<file path="src/rtl/core/iorr_pkg.sv">
// Shared constants for the in-order response reorder core.
`timescale 1ns / 1ps

package iorr_pkg;

    localparam int unsigned IORR_WINDOW       = 16;
    localparam int unsigned IORR_SEQ_BITS     = 16;
    localparam int unsigned IORR_PAYLOAD_BITS = 64;

endpackage

</file>
<file path="src/rtl/core/iorr_slot_store.sv">
// Parked-payload memory with per-slot valid marks.
`timescale 1ns / 1ps

module iorr_slot_store #(
    parameter int unsigned WINDOW       = iorr_pkg::IORR_WINDOW,
    parameter int unsigned PAYLOAD_BITS = iorr_pkg::IORR_PAYLOAD_BITS
) (
    input  logic                            clk,
    input  logic                            rst_n,
    input  logic                            wr_en,
    input  logic [$clog2(WINDOW)-1:0]       wr_addr,
    input  logic [PAYLOAD_BITS-1:0]         wr_data,
    input  logic                            rd_en,
    input  logic [$clog2(WINDOW)-1:0]       rd_addr,
    output logic [PAYLOAD_BITS-1:0]         rd_data,
    input  logic                            clr_en,
    input  logic [$clog2(WINDOW)-1:0]       clr_addr,
    input  logic [$clog2(WINDOW)-1:0]       peek_addr,
    output logic                            peek_valid
);

    import iorr_pkg::*;

    logic [PAYLOAD_BITS-1:0] mem [WINDOW];
    logic [PAYLOAD_BITS-1:0] rd_data_reg;
    logic [WINDOW-1:0]       valid_reg;
    logic [WINDOW-1:0]       valid_next;

    always_comb
    begin
        valid_next = valid_reg;
        if (clr_en)
        begin
            valid_next[clr_addr] = 1'b0;
        end
        if (wr_en)
        begin
            valid_next[wr_addr] = 1'b1;
        end
    end

    always_ff @(posedge clk or negedge rst_n)
    begin
        if (!rst_n)
        begin
            valid_reg <= '0;
        end
        else
        begin
            valid_reg <= valid_next;
        end
    end

    always_ff @(posedge clk)
    begin
        if (wr_en)
        begin
            mem[wr_addr] <= wr_data;
        end
        if (rd_en)
        begin
            rd_data_reg <= mem[rd_addr];
        end
    end

    assign rd_data    = rd_data_reg;
    assign peek_valid = valid_reg[peek_addr];

endmodule

</file>
<file path="src/rtl/core/in_order_response_reorder_core.sv">
// Top level of the in-order response reorder core.
//
//   channel | signals                                 | direction
//   --------+-----------------------------------------+----------
//   in      | in_valid/in_ready, seq_number, payload,  | sink
//           | link_open                               |
//   out     | out_valid/out_ready, out_payload,        | source
//           | out_seq, status, last                   |
//
// A word that parks, drops or is rejected leaves the sequencer idle; in_ready is high
// whenever the sequencer is idle and the output register is free or emptying.
// An in-order word releases at once; each parked entry behind it then goes
// through a slot memory read and then an output load, so a run of parked
// entries holds the input until the run drains, and longer under any output stall.
// Reset clears the expected number, the window head and all valid marks at once.
`timescale 1ns / 1ps

module in_order_response_reorder_core #(
    parameter int unsigned WINDOW       = iorr_pkg::IORR_WINDOW,
    parameter int unsigned SEQ_BITS     = iorr_pkg::IORR_SEQ_BITS,
    parameter int unsigned PAYLOAD_BITS = iorr_pkg::IORR_PAYLOAD_BITS
) (
    input  logic                    clk,
    input  logic                    rst_n,
    input  logic                    in_valid,
    output logic                    in_ready,
    input  logic [SEQ_BITS-1:0]     seq_number,
    input  logic [PAYLOAD_BITS-1:0] payload,
    input  logic                    link_open,
    output logic                    out_valid,
    input  logic                    out_ready,
    output logic [PAYLOAD_BITS-1:0] out_payload,
    output logic [SEQ_BITS-1:0]     out_seq,
    output logic                    status,
    output logic                    last
);

    import iorr_pkg::*;

    localparam int unsigned AW = $clog2(WINDOW);

    typedef enum logic [2:0] {
        ST_IDLE = 3'b001,
        ST_READ = 3'b010,
        ST_EMIT = 3'b100
    } state_t;

    state_t                  state_reg,     state_next;
    logic [AW-1:0]           head_reg,      head_next;
    logic [SEQ_BITS-1:0]     expected_reg,  expected_next;
    logic                    out_valid_reg, out_valid_next;
    logic [PAYLOAD_BITS-1:0] out_pay_reg,   out_pay_next;
    logic [SEQ_BITS-1:0]     out_seq_reg,   out_seq_next;
    logic                    out_status_reg, out_status_next;
    logic                    out_last_reg,  out_last_next;

    logic                    out_free;
    logic                    accept;
    logic [SEQ_BITS-1:0]     seq_gap;
    logic                    out_of_window;
    logic [AW:0]             park_sum;
    logic [AW-1:0]           park_addr;
    logic [AW-1:0]           head_inc;

    logic                    wr_en;
    logic                    rd_en;
    logic                    clr_en;
    logic [PAYLOAD_BITS-1:0] rd_data;
    logic                    peek_valid;

    assign out_free      = !out_valid_reg || out_ready;
    assign in_ready      = (state_reg == ST_IDLE) && out_free;
    assign accept        = in_valid && in_ready;
    assign seq_gap       = seq_number - expected_reg;
    assign out_of_window = (33'(seq_gap) >= 33'(WINDOW));
    assign park_sum      = {1'b0, head_reg} + {1'b0, AW'(seq_gap)};
    assign park_addr     = (park_sum >= (AW+1)'(WINDOW))
                         ? AW'(park_sum - (AW+1)'(WINDOW)) : AW'(park_sum);
    assign head_inc      = (head_reg == AW'(WINDOW - 1)) ? '0 : head_reg + AW'(1);

    assign wr_en  = accept && link_open && !out_of_window && (seq_gap != '0);
    assign rd_en  = (state_reg == ST_READ);
    assign clr_en = (state_reg == ST_EMIT) && out_free;

    iorr_slot_store #(
        .WINDOW       (WINDOW),
        .PAYLOAD_BITS (PAYLOAD_BITS)
    ) u_slot_store (
        .clk        (clk),
        .rst_n      (rst_n),
        .wr_en      (wr_en),
        .wr_addr    (park_addr),
        .wr_data    (payload),
        .rd_en      (rd_en),
        .rd_addr    (head_reg),
        .rd_data    (rd_data),
        .clr_en     (clr_en),
        .clr_addr   (head_reg),
        .peek_addr  (head_inc),
        .peek_valid (peek_valid)
    );

    always_comb
    begin
        state_next      = state_reg;
        head_next       = head_reg;
        expected_next   = expected_reg;
        out_valid_next  = out_valid_reg && !out_ready;
        out_pay_next    = out_pay_reg;
        out_seq_next    = out_seq_reg;
        out_status_next = out_status_reg;
        out_last_next   = out_last_reg;

        unique case (state_reg)
            ST_IDLE:
            begin
                if (accept && link_open)
                begin
                    if (out_of_window)
                    begin
                        out_valid_next  = 1'b1;
                        out_pay_next    = '0;
                        out_seq_next    = seq_number;
                        out_status_next = 1'b1;
                        out_last_next   = 1'b1;
                    end
                    else if (seq_gap == '0)
                    begin
                        out_valid_next  = 1'b1;
                        out_pay_next    = payload;
                        out_seq_next    = seq_number;
                        out_status_next = 1'b0;
                        out_last_next   = !peek_valid;
                        head_next       = head_inc;
                        expected_next   = expected_reg + SEQ_BITS'(1);
                        if (peek_valid)
                        begin
                            state_next = ST_READ;
                        end
                    end
                end
            end
            ST_READ:
            begin
                state_next = ST_EMIT;
            end
            ST_EMIT:
            begin
                if (out_free)
                begin
                    out_valid_next  = 1'b1;
                    out_pay_next    = rd_data;
                    out_seq_next    = expected_reg;
                    out_status_next = 1'b0;
                    out_last_next   = !peek_valid;
                    head_next       = head_inc;
                    expected_next   = expected_reg + SEQ_BITS'(1);
                    state_next      = peek_valid ? ST_READ : ST_IDLE;
                end
            end
            default:
            begin
                state_next = ST_IDLE;
            end
        endcase
    end

    always_ff @(posedge clk or negedge rst_n)
    begin
        if (!rst_n)
        begin
            state_reg     <= ST_IDLE;
            head_reg      <= '0;
            expected_reg  <= '0;
            out_valid_reg <= 1'b0;
        end
        else
        begin
            state_reg     <= state_next;
            head_reg      <= head_next;
            expected_reg  <= expected_next;
            out_valid_reg <= out_valid_next;
        end
    end

    always_ff @(posedge clk)
    begin
        out_pay_reg    <= out_pay_next;
        out_seq_reg    <= out_seq_next;
        out_status_reg <= out_status_next;
        out_last_reg   <= out_last_next;
    end

    assign out_valid   = out_valid_reg;
    assign out_payload = out_pay_reg;
    assign out_seq     = out_seq_reg;
    assign status      = out_status_reg;
    assign last        = out_last_reg;

`ifndef SYNTHESIS
    a_run_open_while_not_last: assert property (@(posedge clk) disable iff (!rst_n)
        (out_valid_reg && !out_last_reg) |-> (state_reg != ST_IDLE))
        else $error("drain run ended without a last word");

    a_reject_is_last: assert property (@(posedge clk) disable iff (!rst_n)
        (out_valid_reg && out_status_reg) |-> out_last_reg)
        else $error("rejected word not marked last");

    a_read_then_emit: assert property (@(posedge clk) disable iff (!rst_n)
        (state_reg == ST_READ) |=> (state_reg == ST_EMIT))
        else $error("slot read not followed by emit");

    a_emit_advances: assert property (@(posedge clk) disable iff (!rst_n)
        (state_reg == ST_EMIT && out_free) |=>
            (expected_reg == $past(expected_reg) + SEQ_BITS'(1)))
        else $error("expected number did not advance on release");
`endif

endmodule

</file>
<file path="config.mk">
export PLATFORM = sky130hd
export DESIGN_NAME = in_order_response_reorder_core
export DESIGN_NICKNAME = d
export VERILOG_FILES = /design/src/rtl/core/iorr_pkg.sv /design/src/rtl/core/iorr_slot_store.sv /design/src/rtl/core/in_order_response_reorder_core.sv
export SDC_FILE = /design/constraint.sdc
export NUM_CORES = 1
export LEC_CHECK = 0
export BUFFER_PORTS_ARGS = -buffer_cell sky130_fd_sc_hd__buf_2
export CAP_MARGIN = 20
export CORE_AREA = 2 2 288 290
export DETAILED_ROUTE_END_ITERATION = 6
export DIE_AREA = 0 0 290 292
export PLACE_DENSITY = 0.74
export SLEW_MARGIN = 20
export SYNTH_ARGS = -nofsm -noshare
export SYNTH_HDL_FRONTEND = slang
export SYNTH_SLANG_ARGS = --single-unit
export TNS_END_PERCENT = 5
</file>
<file path="constraint.sdc">
create_clock -name clk -period 11.35 [get_ports clk]
set_clock_uncertainty 0.2 [all_clocks]
set_input_delay 0 -clock clk [delete_from_list [all_inputs] [get_ports clk]]
set_output_delay 0 -clock clk [all_outputs]
set_load 0.03 [all_outputs]
</file>
======== After elaboration in Yosys (flattened, before gate mapping) ========
Memory sizes are Yosys's and may differ from the RTL's. A register that Yosys moved wholly into a read port is not among the register bits.
Cells that the tools add are included.
Widths: inputs -> output; s select.
cells by class
  $add $sub $neg .......................... 5
  multiply operators ...................... 0
  divide/modulo/power cells ............... 0
  $lt $le $gt $ge ......................... 7
  equality and inequality tests ........... 10
  shift operators ......................... 0
  mux-type cells .......................... 54
  bitwise gates (word level) .............. 3
  reduce and logical (&&, ||, !) cells .... 20
operators with widths
  cell                   count
  $mux 64                4
  $mux 16                10
  $pmux 64 s2            1
  $pmux 16 s2            2
  $mux 4                 6
  $mux 1                 17
  $add 16x1->16 const B  1
  $and 16x16->16         1
  $ge 16x5->1 const B    1
  $logic_not 16->1       1
  $not 16->16            1
  $or 16x16->16          1
  $reduce_bool 16->1     1
  $sub 16x16->16         1
  $lt 4x5->1 const B     3
  $mux 3                 5
  $reduce_and 5->1       2
  $logic_and 1x1->1      9
  $pmux 3 s3             1
  $demux 1 s4            2
  $ge 4x1->1 const B     2
  $pmux 4 s2             1
  $ne 2x2->1 const B     3
  $pmux 1 s2             3
  other kinds (16)       20
word-level totals
  bits in registers ....................... 122
  latch bits .............................. 0
  RAM bits ................................ 1024
  ROM bits ................................ 0
  input port bits ......................... 85
  output and inout port bits .............. 84
  word-level logic and storage cells ...... 109
  memories ................................ 1
memories
  memory            depth  bits a word  rd ports  clocked after memory_dff  write ports  RTL line               text
  u_slot_store.mem  16     64           1         1                         1            iorr_slot_store.sv:24  logic [PAYLOAD_BITS-1:0] mem [WINDOW];

======== Longest topological paths before layout ========
  depth in word-level cells ............... 10
  mapped depth ............................ 14
  gate-level depth less buffers ........... 12

======== Cells and area by module ========
From an unflattened synthesis, not the netlist that was laid out.
second synthesis, totals
  cells, all modules ...................... 2327
  area total of the unflattened synthesis .. 46789.9 um^2
modules (own cells, without submodules)
  module                          instances  cells an instance  area each (um^2)  seq. area each (um^2)
  iorr_slot_store                 1          1713               40983.1           33071.7
  in_order_response_reorder_core  1          614                5806.8            3064.2

======== Least setup slack after synthesis ========
Ideal clock, no wire load.
  path type ............................... reg2reg
  start point ............................. register expected_reg[4]
  end point ............................... register out_last_reg (netlist: last), enable pin
  library setup time ...................... 0.549 ns
  data arrival time ....................... 6.231 ns
  required time ........................... 10.601 ns
  path slack .............................. 4.370 ns
  stages on the path, launching flop included .. 12
  clock period less this slack ............ 6.980 ns
  cells stage by stage .................... dfrtp_1 > inv_1 > ha_1 > buf_6 > a21oi_2 > o21bai_1 > o21ai_2 > mux2_1 > a22oi_1 > nor4_4 > and2_1 > a21oi_1
on the way
  longest elaborated chain between the ends .. 4
  elaborated cells on any way between the ends .. 5
  classes of those cells .................. add/sub: 1; order compare: 1; eq/ne: 1; reduce/logical: 2
RTL lines
  element                                                 RTL line                                                                     text
  start: declaration                                      in_order_response_reorder_core.sv:50                                         logic [SEQ_BITS-1:0] expected_reg, expected_next;
  start signal: assignment                                in_order_response_reorder_core.sv:181                                        expected_reg <= expected_next;
  $sub 16x16->16 *                                        in_order_response_reorder_core.sv:74                                         assign seq_gap = seq_number - expected_reg;
  $ge 16x5->1 / $logic_not 16->1 (equally long branches)  in_order_response_reorder_core.sv:75, in_order_response_reorder_core.sv:127
  $ne 3x2->1 (no source line) *                           --
  $reduce_and 4->1 (no source line) *                     --
  end signal: assignment                                  in_order_response_reorder_core.sv:191                                        out_last_reg <= out_last_next;
  end: declaration                                        in_order_response_reorder_core.sv:55                                         logic out_last_reg, out_last_next;
Mark *: on every way between the ends. The rest lies on a longest branch, timed or not.
A chain may end at the register's enable or synchronous reset.

======== Worst setup path in the final report ========
  start point ............................. register expected_reg[0]
  end point ............................... memory u_slot_store.mem[13][22] (netlist bit), enable pin
on the way
  longest elaborated chain between the ends .. 7
  elaborated cells on any way between the ends .. 12
  classes of those cells .................. add/sub: 3; order compare: 2; mux: 3; reduce/logical: 4
RTL lines
  element                         RTL line                              text
  $sub 16x16->16 *                in_order_response_reorder_core.sv:74
  $ge 16x5->1                     in_order_response_reorder_core.sv:75  assign out_of_window = (33'(seq_gap) >= 33'(WINDOW));
  $logic_not 1->1                 in_order_response_reorder_core.sv:81  assign wr_en = accept && link_open && !out_of_window && (seq_gap != '0);
  $logic_and 1x1->1 (2 in a row)  in_order_response_reorder_core.sv:81
  $mux 1                          iorr_slot_store.sv:56                 if (wr_en)
  $mux 1 (not written as such)    iorr_slot_store.sv:58                 mem[wr_addr] <= wr_data;
  end: declaration                iorr_slot_store.sv:24
Marks and branches as above.

==> run_results.csv <==
group,metric,value,unit
status,status,"finished clean",
floorplan,die_h,292,um
clock_network,htreeDepth,3,
final_layout,fill_cells,5129,
clock_network,hold_buffers,90,
final_layout,final_common_cell,"edfxtp_1",
placement,port-buffer-count,168,
floorplan,dieArea,84700,sq um
final_layout,layout_common_cells,"1170 x edfxtp_1, 324 x mux4_2, 182 x nand2_1",
sta,fin_ws,5.37,ns
setup_path,crit_family,"simple AND/OR/NAND/NOR gates",
clock_network,cts_buffers,114,
clock_network,postCtsSetupBuffers,0,
power_and_ir_drop,p_per_area,167,nW/um^2
clock_network,cts_root_buf,"clkbuf_16",
logic_synthesis,synth_cell_types,64,
setup_path,worstPathMaxFanout,43,
flow_run,maxCapViolCount,0,
floorplan,design.core.area,81600,sq um
detailed_routing,ant_nets,0,
grt,grt-ovfl-total,0,
setup_path,worstPathArrival,6.08,ns
logic_synthesis,synth-edff-count,1170,
sta,finalSetupViolCount,0,
placement,post-dp-hpwl,54200,um
sta,period_needed,5.98,ns
grt,grt_max_degree,169,
floorplan,dieWidth,290,um
placement,preCtsSetupSlack,5.38,ns
logic_synthesis,syn-num-nets,2318,
clock_network,clock-sinks,1210,
logic_synthesis,postSynthCellCount,2208,
logic_synthesis,async_reset_ff_share,3.31,%
sta,hold_ws,0.0418,ns
sta,final.setup.tns,0,ns
logic_synthesis,ys_seq_area_share,76.7,%
final_layout,drive_gt1_share,29.0,%
final_layout,area_growth,14.5,%
sta,final.period_utilization,52.7,%
detailed_routing,vias,23400,
grt,grt_pass1_vias,23900,
sta,rsz0062_at_grt,"no",
floorplan,fp-row-count,105,
setup_path,cp_num_buf_inv,3,
detailed_routing,wl_per_cell,28.1,um
grt,grt.total_usage,24.7,%
final_layout,nNetsFinal,2617,
logic_synthesis,synth_area_leaders,"edfxtp_1 75%, mux4_2 15%, dfrtp_1 2.1%",
setup_path,end_kind,"register",
floorplan,io_pins,169,
final_layout,largest_reg_flops,1024,
clock_network,insertion_delay,0.68,ns
detailed_routing,dr.first_iter.drc_count,2542,
grt,antenna_found_initial,0,
placement,gp_congestion,0.831,
setup_path,crit_chain,"ha_1 -> inv_1 -> fa_1 -> a21oi_1 -> o2bb2ai_1 -> o211ai_1 -> o311a_1 -> nand4_2 -> nor4_4 -> buf_4 -> nand3_1 -> nor2_4 -> buf_4",
logic_synthesis,yosysTopAreaCell,"edfxtp_1",
logic_synthesis,syn_area,47100,sq um
power_and_ir_drop,p_total,8.98,mW
logic_synthesis,synth_ff_type,"edfxtp_1",
clock_network,cts_buffer_depth,3,
sta,drv_slew,0,
hold_path,hold_path_class,"in2reg",
setup_path,critical-path-slowest-cell,"nor2_4",
logic_synthesis,synth_top_area_share,74.6,%
power_and_ir_drop,peakVddDrop,0.145,mV
clock_network,cts_tree,"done",
setup_path,crit_top_cell,"buf_4",
power_and_ir_drop,p_leak,17.4,nW
detailed_routing,drc,0,
setup_path,crit_required,11.45,ns
setup_path,critPathKind,"reg2reg",
detailed_routing,avgViaCountPerCell,6.37,
final_layout,fin_util,66.1,%
grt,grt_pass1_wl,155000,um
sta,tightest_slew,1.12,ns
sta,fmax,0.167,GHz
floorplan,start_util,57.7,%
logic_synthesis,synth_warnings,0,
detailed_routing,drtPass1Iterations,5,
detailed_routing,drt_wl_total,103000,um
sta,relSlewSlack,25.5,%
logic_synthesis,synth_area_per_cell,21.3,sq um
clock_network,cts_resized,0,
setup_path,cp-start-kind,"register",
clock_network,clk_pin_slew,0.06,ns
setup_path,crit_path_max_incr_delay,0.99,ns
sta,finalHoldViolations,0,
logic_synthesis,ys_seq_elements,1210,
-- layer usage --
metal | part of all wire, % | GRT usage (%)
met1 | 40 | 34.6
met2 | 51 | 41.1
met3 | 7.2 | 3.77
met4 | 2.3 | 7.15
met5 | 0 | 0
-- final timing paths --
path	startpoint	end	slack (ns)	cells past startpoint
hold reg to reg	u_slot_store.valid_reg[2]	u_slot_store.valid_reg[2]	0.28	2
setup / recovery	expected_reg[0]	u_slot_store.mem[13][22]	5.37	13
setup reg to reg	expected_reg[0]	u_slot_store.mem[13][22]	5.37	13
max in group asynchronous	rst_n	head_reg[3]	10.50	4
min in group asynchronous	rst_n	state_reg[0]	0.19	3
hold / removal	seq_number[3]	out_seq[3]	0.04	4
-- per-stage QoR --
stage          std cells  instance area [sq um]
5_1_grt             3676                  53900
4_1_cts             3675                  53900
3_3_place_gp        3370                  49200
3_5_place_dp        3370                  49200
2_1_floorplan       2208                  47100
6_report            3678                  53900
-- where the power goes --
group / switching (mW) / internal [mW]
Sequential: 0.00705 / 4.90
Clock: 1.64 / 2.14
Combinational: 0.176 / 0.119
-- area by class of cell --
type / instances / area, sq um / share of cell area (%)
flip-flops and latches: 1210 / 36200 / 67.0
multi-input cells: 857 / 10500 / 19.5
clock buffers: 132 / 2980 / 5.53
repair buffers: 293 / 2060 / 3.82
well taps: 1070 / 1340 / 2.48
clock inverters: 83 / 754 / 1.40
inverters: 31 / 116 / 0.216
diodes: 2 / 5.00 / 0.00928
-- worst min-delay path, cell delays in order --
cell and delay (ns):
dlygate4sd3_1 0.52, buf_2 0.13, nand2_1 0.05, o21ai_0 0.09
-- cells by family after synthesis --
family	Yosys count	synth area share [%]
buffers and inverters	141	1.23
AND/OR/NAND/NOR	344	3.32
flip-flops	1210	76.7
XOR/XNOR	25	0.465
adder cells (fa/ha/maj)	25	0.696
AO/OA/AOI/OAI	130	1.80
multiplexers	333	15.7
-- synth_stat cells (17+ instances only) --
library cell     n
dfrtp_1         39
mux4_2         324
nand3_1         83
ha_1            23
nor2_1          27
clkbuf_1        64
inv_1           31
xnor2_1         17
o21ai_0         49
a21oi_1         20
buf_1           32
nand2_1        182
edfxtp_1      1170
Note: power is estimated with default switching activity, not from simulation.
